==> src/hw/rtl/time_ordered_event_priority_queue_unit_macros.svh <==
// Assertion helpers used by the queue datapath RTL
`ifndef TIME_ORDERED_EVENT_PRIORITY_QUEUE_UNIT_MACROS_SVH
`define TIME_ORDERED_EVENT_PRIORITY_QUEUE_UNIT_MACROS_SVH

// Clocked check, masked while reset is high
`define TOEPQ_ASSERT(lbl, clk, rst, prop, msg) \
   lbl: assert property (@(posedge clk) disable iff (rst) prop) else $error(msg);

// Clocked check that also holds during reset
`define TOEPQ_ASSERT_ALWAYS(lbl, clk, prop, msg) \
   lbl: assert property (@(posedge clk) prop) else $error(msg);

`endif

==> src/hw/rtl/toepq_pkg.sv <==
package toepq_pkg;

   localparam int QUEUE_DEPTH_DEF = 16;

   localparam int TIME_W   = 32;
   localparam int ID_W     = 16;
   localparam int HANDLE_W = 16;
   localparam int KEY_W    = TIME_W + ID_W;
   localparam int COUNT_W  = 5;

   localparam logic OP_ENQ = 1'b0;
   localparam logic OP_DEQ = 1'b1;

   typedef enum logic [1:0] {
      STATUS_DONE  = 2'd0,
      STATUS_FULL  = 2'd1,
      STATUS_EMPTY = 2'd2
   } status_code_type;

   // controller -> datapath
   typedef struct packed {
      logic load;      // take the request word
      logic rd_prev;   // read the entry just below the walk slot
      logic rd_head;   // read the front entry
      logic shift_wr;  // move the read entry up into the walk slot
      logic ins_wr;    // write the new entry into the walk slot
      logic pop;       // retire the front entry and post it
      logic rsp_load;  // post a response with no entry
   } dp_cmd_type;

   // datapath -> controller
   typedef struct packed {
      logic req_deq;
      logic count_zero;
      logic full;
      logic at_head;
      logic key_ge;
      logic rsp_free;
   } dp_stat_type;

endpackage

==> src/hw/rtl/toepq_ctrl.sv <==
module toepq_ctrl
   import toepq_pkg::*;
(
   input  logic        clock,
   input  logic        reset,
   input  logic        req_tvalid,
   output logic        req_tready,
   input  dp_stat_type stat,
   output dp_cmd_type  cmd
);

   typedef enum logic [2:0] {
      S_IDLE,
      S_WALK_RD,
      S_WALK_CMP,
      S_DEQ_RD,
      S_DEQ_OUT,
      S_FINISH
   } state_type;

   state_type state_ff, state_in;

   assign req_tready = (state_ff == S_IDLE);

   always_comb begin
      cmd      = '0;
      state_in = state_ff;
      unique case (state_ff)
         S_IDLE: begin
            if (req_tvalid) begin
               cmd.load = 1'b1;
               if (stat.req_deq) begin
                  state_in = stat.count_zero ? S_FINISH : S_DEQ_RD;
               end else begin
                  state_in = stat.full ? S_FINISH : S_WALK_RD;
               end
            end
         end
         S_WALK_RD: begin
            if (stat.at_head) begin
               cmd.ins_wr = 1'b1;
               state_in   = S_FINISH;
            end else begin
               cmd.rd_prev = 1'b1;
               state_in    = S_WALK_CMP;
            end
         end
         S_WALK_CMP: begin
            // equal keys move up too, so the new word lands ahead of them
            if (stat.key_ge) begin
               cmd.shift_wr = 1'b1;
               state_in     = S_WALK_RD;
            end else begin
               cmd.ins_wr = 1'b1;
               state_in   = S_FINISH;
            end
         end
         S_DEQ_RD: begin
            cmd.rd_head = 1'b1;
            state_in    = S_DEQ_OUT;
         end
         S_DEQ_OUT: begin
            if (stat.rsp_free) begin
               cmd.pop  = 1'b1;
               state_in = S_IDLE;
            end
         end
         S_FINISH: begin
            if (stat.rsp_free) begin
               cmd.rsp_load = 1'b1;
               state_in     = S_IDLE;
            end
         end
         default: state_in = S_IDLE;
      endcase
   end

   always_ff @(posedge clock) begin
      if (reset) begin
         state_ff <= S_IDLE;
      end else begin
         state_ff <= state_in;
      end
   end

endmodule

==> src/hw/rtl/toepq_datapath.sv <==
module toepq_datapath
   import toepq_pkg::*;
#(
   parameter int QUEUE_DEPTH = QUEUE_DEPTH_DEF
)
(
   input  logic                clock,
   input  logic                reset,
   input  logic                req_op,
   input  logic [TIME_W-1:0]   req_time,
   input  logic [ID_W-1:0]     req_id,
   input  logic [HANDLE_W-1:0] req_handle,
   input  dp_cmd_type          cmd,
   output dp_stat_type         stat,
   input  logic                rsp_tready,
   output logic                rsp_tvalid,
   output logic [1:0]          rsp_status,
   output logic                rsp_out_valid,
   output logic [TIME_W-1:0]   rsp_time,
   output logic [ID_W-1:0]     rsp_id,
   output logic [HANDLE_W-1:0] rsp_handle,
   output logic                rsp_empty,
   output logic [COUNT_W-1:0]  rsp_count
);

`include "time_ordered_event_priority_queue_unit_macros.svh"

   localparam int AW = $clog2(QUEUE_DEPTH);
   localparam int CW = $clog2(QUEUE_DEPTH + 1);
   localparam int EW = KEY_W + HANDLE_W;

   localparam logic [AW-1:0] LAST_ADDR = AW'(QUEUE_DEPTH - 1);
   localparam logic [AW:0]   DEPTH_X   = (AW + 1)'(QUEUE_DEPTH);

   logic [EW-1:0] mem [QUEUE_DEPTH];

   logic [AW-1:0]       head_ff, head_in;
   logic [CW-1:0]       count_ff, count_in;
   logic [AW-1:0]       walk_ff, walk_in;
   logic [EW-1:0]       rd_data_ff;
   logic [TIME_W-1:0]   new_time_ff;
   logic [ID_W-1:0]     new_id_ff;
   logic [HANDLE_W-1:0] new_handle_ff;
   status_code_type     code_ff;

   logic                rsp_tvalid_ff;
   logic [1:0]          rsp_status_ff;
   logic                rsp_out_valid_ff;
   logic [TIME_W-1:0]   rsp_time_ff;
   logic [ID_W-1:0]     rsp_id_ff;
   logic [HANDLE_W-1:0] rsp_handle_ff;
   logic                rsp_empty_ff;
   logic [COUNT_W-1:0]  rsp_count_ff;

   logic [AW:0]     tail_sum;
   logic [AW-1:0]   tail_addr;
   logic [AW-1:0]   walk_prev;
   logic [AW-1:0]   head_next;
   logic [KEY_W-1:0] rd_key;
   logic [CW-1:0]   count_dec;
   logic            full;
   logic            rsp_free;

   assign full      = (count_ff == CW'(QUEUE_DEPTH));
   assign count_dec = count_ff - CW'(1);
   assign rsp_free  = !rsp_tvalid_ff || rsp_tready;

   // first free slot behind the last entry, modulo the depth
   assign tail_sum  = (AW + 1)'(head_ff) + (AW + 1)'(count_ff);
   assign tail_addr = (tail_sum >= DEPTH_X) ? AW'(tail_sum - DEPTH_X) : AW'(tail_sum);
   assign walk_prev = (walk_ff == '0) ? LAST_ADDR : walk_ff - AW'(1);
   assign head_next = (head_ff == LAST_ADDR) ? '0 : head_ff + AW'(1);
   assign rd_key    = rd_data_ff[EW-1:HANDLE_W];

   assign stat.req_deq    = (req_op == OP_DEQ);
   assign stat.count_zero = (count_ff == '0);
   assign stat.full       = full;
   assign stat.at_head    = (walk_ff == head_ff);
   assign stat.key_ge     = (rd_key >= {new_time_ff, new_id_ff});
   assign stat.rsp_free   = rsp_free;

   always_comb begin
      head_in  = head_ff;
      count_in = count_ff;
      walk_in  = walk_ff;
      if (cmd.load) begin
         walk_in = tail_addr;
      end
      if (cmd.shift_wr) begin
         walk_in = walk_prev;
      end
      if (cmd.ins_wr) begin
         count_in = count_ff + CW'(1);
      end
      if (cmd.pop) begin
         head_in  = head_next;
         count_in = count_dec;
      end
   end

   always_ff @(posedge clock) begin
      if (reset) begin
         head_ff  <= '0;
         count_ff <= '0;
      end else begin
         head_ff  <= head_in;
         count_ff <= count_in;
      end
   end

   always_ff @(posedge clock) begin
      walk_ff <= walk_in;
      if (cmd.load) begin
         new_time_ff   <= req_time;
         new_id_ff     <= req_id;
         new_handle_ff <= req_handle;
         if (req_op == OP_DEQ) begin
            code_ff <= (count_ff == '0) ? STATUS_EMPTY : STATUS_DONE;
         end else begin
            code_ff <= full ? STATUS_FULL : STATUS_DONE;
         end
      end
   end

   // entry store: one write and one registered read per cycle
   always_ff @(posedge clock) begin
      if (cmd.shift_wr) begin
         mem[walk_ff] <= rd_data_ff;
      end else if (cmd.ins_wr) begin
         mem[walk_ff] <= {new_time_ff, new_id_ff, new_handle_ff};
      end
      if (cmd.rd_prev) begin
         rd_data_ff <= mem[walk_prev];
      end else if (cmd.rd_head) begin
         rd_data_ff <= mem[head_ff];
      end
   end

   always_ff @(posedge clock) begin
      if (reset) begin
         rsp_tvalid_ff <= 1'b0;
      end else if (cmd.pop || cmd.rsp_load) begin
         rsp_tvalid_ff <= 1'b1;
      end else if (rsp_tready) begin
         rsp_tvalid_ff <= 1'b0;
      end
   end

   always_ff @(posedge clock) begin
      if (cmd.pop) begin
         rsp_status_ff    <= STATUS_DONE;
         rsp_out_valid_ff <= 1'b1;
         rsp_time_ff      <= rd_data_ff[EW-1:ID_W+HANDLE_W];
         rsp_id_ff        <= rd_data_ff[ID_W+HANDLE_W-1:HANDLE_W];
         rsp_handle_ff    <= rd_data_ff[HANDLE_W-1:0];
         rsp_empty_ff     <= (count_dec == '0);
         rsp_count_ff     <= COUNT_W'(count_dec);
      end else if (cmd.rsp_load) begin
         rsp_status_ff    <= code_ff;
         rsp_out_valid_ff <= 1'b0;
         rsp_time_ff      <= '0;
         rsp_id_ff        <= '0;
         rsp_handle_ff    <= '0;
         rsp_empty_ff     <= (count_ff == '0);
         rsp_count_ff     <= COUNT_W'(count_ff);
      end
   end

   assign rsp_tvalid    = rsp_tvalid_ff;
   assign rsp_status    = rsp_status_ff;
   assign rsp_out_valid = rsp_out_valid_ff;
   assign rsp_time      = rsp_time_ff;
   assign rsp_id        = rsp_id_ff;
   assign rsp_handle    = rsp_handle_ff;
   assign rsp_empty     = rsp_empty_ff;
   assign rsp_count     = rsp_count_ff;

   `TOEPQ_ASSERT(a_count_bound, clock, reset, count_ff <= CW'(QUEUE_DEPTH), "count above depth")
   `TOEPQ_ASSERT(a_pop_nonempty, clock, reset, cmd.pop |-> count_ff != '0, "pop on empty store")
   `TOEPQ_ASSERT(a_ins_not_full, clock, reset, cmd.ins_wr |-> !full, "insert into full store")
   `TOEPQ_ASSERT(a_shift_below_head, clock, reset, cmd.shift_wr |-> walk_ff != head_ff, "shift past front")
   `TOEPQ_ASSERT(a_post_when_free, clock, reset, (cmd.pop || cmd.rsp_load) |-> rsp_free, "response overwritten")

endmodule

==> src/hw/rtl/time_ordered_event_priority_queue_unit.sv <==
// Time-ordered event queue: entries sorted by (time, id), front first.
// req channel: tuser carries the op (0 enqueue, 1 dequeue); tdata carries the
// time, id and handle of an enqueue and is ignored for a dequeue.
// rsp channel: exactly one word per request, in request order, carrying the
// status, the dequeued entry (zeros if none), the empty flag and the count.
// Entries sit in a circular RAM with one write and one registered read port.
// A dequeue reads the front slot, then advances the head as it posts the
// response. An enqueue walks down from the tail, moving each entry whose key
// is not below the new one up a slot with a read and then a write on the RAM
// port, and writes the new entry into the slot where the walk stops.
// A refused enqueue or a dequeue on empty posts its response without RAM access.
// One request is in work at a time; req_tready is high only between requests,
// so the next request can be taken in the cycle after the response is posted.
// The response register holds while rsp_tready is low; the next request is
// still taken and runs up to its response, then waits for the slot.
// Synchronous reset empties the queue at once (count and head cleared) and
// drops a pending response; RAM contents are not cleared.
module time_ordered_event_priority_queue_unit
   import toepq_pkg::*;
#(
   parameter int QUEUE_DEPTH = QUEUE_DEPTH_DEF
)
(
   input  logic        clock,
   input  logic        reset,
   input  logic        req_tvalid,
   output logic        req_tready,
   input  logic        req_tuser,   // [0] op
   input  logic [63:0] req_tdata,   // [31:0] event_time, [47:32] event_id, [63:48] entry_handle
   output logic        rsp_tvalid,
   input  logic        rsp_tready,
   output logic [2:0]  rsp_tuser,   // [1:0] status, [2] out_valid
   output logic [71:0] rsp_tdata    // [31:0] out_time, [47:32] out_id, [63:48] out_handle,
                                    // [64] now_empty, [69:65] entry_count, [71:70] zero
);

   dp_cmd_type          cmd;
   dp_stat_type         stat;
   logic [1:0]          rsp_status;
   logic                rsp_out_valid;
   logic [TIME_W-1:0]   rsp_time;
   logic [ID_W-1:0]     rsp_id;
   logic [HANDLE_W-1:0] rsp_handle;
   logic                rsp_empty;
   logic [COUNT_W-1:0]  rsp_count;

   toepq_ctrl u_ctrl (
      .clock      (clock),
      .reset      (reset),
      .req_tvalid (req_tvalid),
      .req_tready (req_tready),
      .stat       (stat),
      .cmd        (cmd)
   );

   toepq_datapath #(
      .QUEUE_DEPTH (QUEUE_DEPTH)
   ) u_datapath (
      .clock         (clock),
      .reset         (reset),
      .req_op        (req_tuser),
      .req_time      (req_tdata[31:0]),
      .req_id        (req_tdata[47:32]),
      .req_handle    (req_tdata[63:48]),
      .cmd           (cmd),
      .stat          (stat),
      .rsp_tready    (rsp_tready),
      .rsp_tvalid    (rsp_tvalid),
      .rsp_status    (rsp_status),
      .rsp_out_valid (rsp_out_valid),
      .rsp_time      (rsp_time),
      .rsp_id        (rsp_id),
      .rsp_handle    (rsp_handle),
      .rsp_empty     (rsp_empty),
      .rsp_count     (rsp_count)
   );

   assign rsp_tuser = {rsp_out_valid, rsp_status};
   assign rsp_tdata = {2'b00, rsp_count, rsp_empty, rsp_handle, rsp_id, rsp_time};

endmodule

==> config.mk <==
export PLATFORM = sky130hd
export DESIGN_NAME = time_ordered_event_priority_queue_unit
export DESIGN_NICKNAME = d
export VERILOG_FILES = /design/src/hw/rtl/toepq_pkg.sv /design/src/hw/rtl/toepq_ctrl.sv /design/src/hw/rtl/toepq_datapath.sv /design/src/hw/rtl/time_ordered_event_priority_queue_unit.sv
export VERILOG_INCLUDE_DIRS = /design/src /design/src/hw/rtl
export SDC_FILE = /design/constraint.sdc
export NUM_CORES = 2
export LEC_CHECK = 0
export BUFFER_PORTS_ARGS = -buffer_cell sky130_fd_sc_hd__buf_2
export CORE_MARGIN = 3
export CORE_UTILIZATION = 46
export CTS_BUF_LIST = sky130_fd_sc_hd__clkbuf_2 sky130_fd_sc_hd__clkbuf_4 sky130_fd_sc_hd__clkbuf_8
export CTS_CLUSTER_DIAMETER = 50
export DETAILED_ROUTE_END_ITERATION = 10
export GPL_TIMING_DRIVEN = 0
export SETUP_SLACK_MARGIN = 0.15
export SLEW_MARGIN = 20
export SYNTH_ARGS = -nofsm -noshare
export SYNTH_HDL_FRONTEND = slang
export SYNTH_HIERARCHICAL = 1
export SYNTH_SLANG_ARGS = --single-unit
==> constraint.sdc <==
create_clock -name clock -period 11.49 [get_ports clock]
set_clock_uncertainty 0.2 [all_clocks]
set_input_delay 2.8725 -clock clock [delete_from_list [all_inputs] [get_ports clock]]
set_output_delay 2.8725 -clock clock [all_outputs]
set_load 0.02 [all_outputs]
=== Word-level counts from Yosys, hierarchy flattened ===
Memories as Yosys holds them, arrays and structs flattened. A register that Yosys moved wholly into a read port is not among the register bits.
Index checks and enable logic that the tools add are counted.

* Input bits: 69
* Latch bits: 0
* Memories kept: 1
* Memory bits (read-only): 0
* RAM bits: 1024
* Word-level logic and storage cells: 103
* Register bits: 220

* Bitwise gates (word level): 1
* Shift operators: 0
* Div/mod/pow operators: 0
* Add/sub/neg operators: 6
* Reduce and logical (&&, ||, !) cells: 14
* Mux-type cells: 52
* Magnitude comparators: 2
* Equality and inequality tests: 10
* Multipliers: 0

{| class="wikitable"
|+ Memories
! memory !! words !! bits a word !! read ports !! clocked after memory_dff !! wr ports !! RTL line !! text
|-
| u_datapath.mem || 16 || 64 || 2 || 1 || 1 || toepq_datapath.sv:35 || <nowiki>logic [EW-1:0] mem [QUEUE_DEPTH];</nowiki>
|}

{| class="wikitable"
|+ Operators with widths
! kind !! count
|-
| $mux W64 || 3
|-
| $mux W32 || 2
|-
| $ge A48 B48 Y1 || 1
|-
| $mux W16 || 3
|-
| $mux W4 || 7
|-
| $mux W1 || 22
|-
| $mux W3 || 7
|-
| $mux W5 || 4
|-
| $pmux W3 S5 || 1
|-
| $logic_not A5 Y1 || 2
|-
| $reduce_bool A2 Y1 || 5
|-
| $sub A4 B1 Y4 const B || 2
|-
| $eq A3 B2 Y1 const B || 2
|-
| $eq A3 B3 Y1 const B || 2
|-
| $add A4 B5 Y5 || 1
|-
| $add A5 B1 Y5 const B || 1
|-
| $eq A5 B5 Y1 const B || 1
|-
| $ge A5 B5 Y1 const B || 1
|-
| $sub A5 B1 Y5 const B || 1
|-
| $add A4 B1 Y4 const B || 1
|-
| $eq A4 B4 Y1 || 1
|-
| $eq A4 B4 Y1 const B || 1
|-
| $logic_not A4 Y1 || 1
|-
| $mux W2 || 2
|-
| 10 further kinds || 11
|}

=== Logic depth before layout (Yosys ltp) ===
* Word-level depth: 7
* Mapped depth: 16

=== Modules after synthesis ===
Netlist, hierarchy kept.

{| class="wikitable"
|+ Modules (own cells, without submodules)
! module !! area each (um2) !! times used !! sequential area each (um2) !! cells each
|-
| toepq_datapath || 56984.7 || 1 || 37215.7 || 3336
|-
| toepq_ctrl || 275.3 || 1 || 60.1 || 32
|-
| time_ordered_event_priority_queue_unit || 33.8 || 1 || 0.0 || 5
|}

=== Least setup slack after synthesis ===
OpenSTA, ideal clock, no wires.

* Kind: register to register
* From: reg u_datapath.rd_data_ff[49]
* To: mem u_datapath/mem[0][0] in the netlist's numbering, enable pin
* Data required time: 10.725 ns
* Arrival: 6.466 ns
* Clock period less this slack: 7.231 ns
* Setup time: 0.565 ns
* Cell stages (with the launch flop): 13
* Setup slack: 4.259 ns
* Cells stage by stage: edfxtp_1 -> ha_1 -> a21o_1 -> a21o_1 -> a21oi_1 -> o21ai_0 -> nor4_1 -> o31ai_1 -> inv_1 -> a31o_2 -> clkbuf_1 -> nor2_1 -> nor3_1

{| class="wikitable"
|+ RTL lines
! what !! RTL line !! text
|-
| start: declaration || toepq_datapath.sv:40 || <nowiki>logic [EW-1:0] rd_data_ff;</nowiki>
|-
| start signal: assignment || toepq_datapath.sv:133 || <nowiki>rd_data_ff <= mem[walk_prev];</nowiki>
|-
| start signal: assignment || toepq_datapath.sv:135 || <nowiki>rd_data_ff <= mem[head_ff];</nowiki>
|-
| end: declaration || toepq_datapath.sv:35 ||
|}

==> metrics.txt <==
Mapped Area roughly 57000 sq um; Slew @ Worst Pin between 1 and 1.5 ns; post-place instance area 61100 sq um; Worst setup SP type primary input; grt total ovfl 0; Hold Vio Cnt, Final 0; critical path required time roughly 12 ns; postcts setup bufs 0; CP most frequent cell clkbuf_2; GRT Overall Usage between 20 and 30%; design area between 60000 and 70000 sq um; most area-consuming cells after synthesis edfxtp_1 64%, mux4_2 14%, a21oi_1 2.5%; post-synth cell types roughly 70; Fillers between 10000 and 15000; Max Cap Viol 0; Pwr per Cell Area between 200 and 300 nW/um^2; DIE AREA 129000 sq um; busiest grt layer met2; WS Path Type primary input to register; Setup TNS 0 ns; Die Ht 359 microns; RSZ-0062 raised after global routing false; area delta synth->final 14.1%; Clock power frac a little under a quarter; Avg Synthesized Cell Area 17.0 sq um; row cnt between 100 and 150; post-synthesis cell count roughly 3400; Pre-antenna DRT Iters 6; DR vias between 30000 and 40000; Int Pwr approximately 11 mW; TritonCTS Buffers between 200 and 250; Iteration-0 DRC Markers a little under 5000; layout cells sized above 1 between 20% and 30%; largest net degree at the start of global routing 47; cell count of the worst hold path 2; global-route wire length before repair 258000 microns; Sw Share approximately two fifths; FF+latch area between 30000 and 40000 sq um; clock root cell clkbuf_8; total chip power around 18 mW; relative slew slack 22.5%; Initial Utilization around 47%; post-synthesis sequential area ratio 65.1%; crit-path max cell delay 0.78 ns; Leakage approximately 22 nW; worst hold path type register to register; GPL Wtd Cong around 0.84; Post-synth EDFFs around 1200; reg2reg start u_datapath/new_time_ff[31]$_DFFE_PP_; CORE AREA 123000 sq um; Routed WL approximately 180000 microns; Post-synth ARST share 0%; Slew Limit Fails 0; clock sinks between 1000 and 1500; number of I/O pins 146; PostCTS Resize Cnt 0; Max Root-Sink Buffers 3; port bufs between 100 and 150; status complete, no violations; layout net count 3905; CP Cell Sequence buf_2 -> nand2b_1 -> buf_4 -> nand2_1 -> nor3_1 -> clkbuf_2 -> clkbuf_2 -> nor2_1 -> inv_6 -> buf_16; H-tree depth 4; min cycle time layout roughly 6.2 ns; vias per inst 6.45; CTS tree built; hold wc startpoint u_datapath/rsp_out_valid$_SDFFE_PP1P_; area leader, netlist edfxtp_1; vias in the first global route 35953; Worst-Skew Late Latency 0.92 ns; most frequent cells in the layout 1228 x edfxtp_1, 356 x mux4_2, 283 x a21oi_1; WP data arrival 6.55 ns; met1 Use GR 38.7%; sequential power share around 36%; DR WL/cell between 30 and 40 microns; CP Max Fanout 40; Reg2Reg Setup Slack 5.48 ns; met2 Use GR 42.7%; switching power a little over 7 mW; combinational group share of total power 41.6%; commonest non-fill, non-tap cell in the layout edfxtp_1; Tcrit/Tclk final a little over half; worst vdd ir about 0.19 mV; slowest CP cell nor3_1; critical path startpoint rsp_tready; Hold Worst Slack 0.294 ns; grt met3 use under 10%; DRC errors left 0; Synth Register Bits ~1200; most used flip-flop cell after synthesis edfxtp_1; path depth of the worst reg2reg path 16; fmax around 160 MHz; die width 359 microns; Final ANT Viol Nets 0; DP Wirelength 116000 microns; antenna violations before repair 10; Synth Warn # 6; CP endpoint kind register; Reg clk slew, reported paths around 0.06 ns; Hold Buf Count CTS 0; post-synth top area share 64.4%; final setup violation count 0; Multi-input gate area 18500 sq um
==> per-stage QoR <==
stage / worst slack, ns / std cells / util [%]
finish: 5.30 / 5581 / 53.3
global route: 5.37 / 5570 / 53.3
CTS: 5.61 / 5569 / 53.3
detailed placement: 4.60 / 5189 / 49.8
global placement: -3.14 / 5142 / 48.9
floorplan: 4.26 / 3374 / -
==> registers in the layout, indices dropped and copies added, names as in the netlist, 2 cells and up, named ones only <==
register,cells
u_datapath/count_ff,5
u_datapath/rsp_id,16
u_datapath/head_ff,4
u_datapath/rsp_count,5
u_datapath/rsp_time,32
u_ctrl/state_ff,3
u_datapath/new_time_ff,32
u_datapath/mem,1024
u_datapath/new_id_ff,16
u_datapath/new_handle_ff,16
u_datapath/rsp_handle,16
u_datapath/rd_data_ff,64
u_datapath/rsp_status,2
u_datapath/code_ff,2
u_datapath/walk_ff,4
==> final cells by class <==
type                            instances  share of cell area, %
Clock inverter                        119                   1.48
Buffer                                246                   2.10
Multi-Input combinational cell       1818                   28.3
Inverter                               62                  0.364
Sequential cell                      1248                   57.0
Timing Repair Buffer                  190                   2.56
Antenna cell                           12                 0.0459
Tap cell                             1625                   3.11
Clock buffer                          261                   5.05
==> cell families after synthesis <==
group,synth area share [%]
fa+ha+maj,1.41
buf+inv,2.78
other cells,0.00655
compound gates,6.60
xor+xnor,0.229
simple gates,5.02
flops,65.1
mux,18.9
==> worst max-delay path, delay by kind of cell <==
family / cells / cell delay (ns)
buffers and inverters: 6 / 2.19
AND/OR/NAND/NOR: 4 / 1.42
==> path summary, 6_finish.rpt <==
check	to
max	u_datapath/rsp_id[4]$_SDFFCE_PN0P_
min	u_datapath/rsp_out_valid$_SDFFE_PP1P_
max reg2reg	u_datapath/mem[6][16]$_DFFE_PP_
min reg2reg	u_datapath/rsp_out_valid$_SDFFE_PP1P_
==> power groups by stage <==
stage | clock network (mW) | logic (mW) | registers, mW
floorplan | 0 | 4.47 | 6.55
global placement | 0 | 7.16 | 6.60
detailed placement | 0 | 7.34 | 6.54
CTS | 4.14 | 7.37 | 6.45
global route | 4.36 | 7.84 | 6.50
finish | 4.06 | 7.49 | 6.46
==> per-layer routing <==
layer	vias to the layer above	wire length, microns
met1	18545	71500
met4	2	6310
met2	2444	83900
met3	408	20800
met5	-	13
li1	14605	-
==> Yosys cell counts (4+ instances only) <==
master / number
inv_1: 60
nand4_1: 7
buf_6: 18
a211oi_2: 27
buf_8: 8
o21ai_0: 17
and4_1: 4
xnor2_1: 4
nor2_1: 29
and2_1: 143
nor4_1: 67
mux2_2: 65
nand2_1: 271
mux4_1: 29
buf_2: 58
buf_12: 5
nor3_1: 14
dfxtp_1: 20
ha_1: 63
a22o_1: 63
o22ai_1: 63
a211oi_1: 100
buf_4: 12
edfxtp_1: 1228
clkbuf_1: 132
mux4_2: 356
buf_1: 9
nand3_1: 5
mux2i_1: 131
a21oi_1: 283
a221oi_1: 4
xor2_1: 11
nor2b_1: 8
a21o_1: 7
No activity file was read; power rests on OpenSTA's default activity.
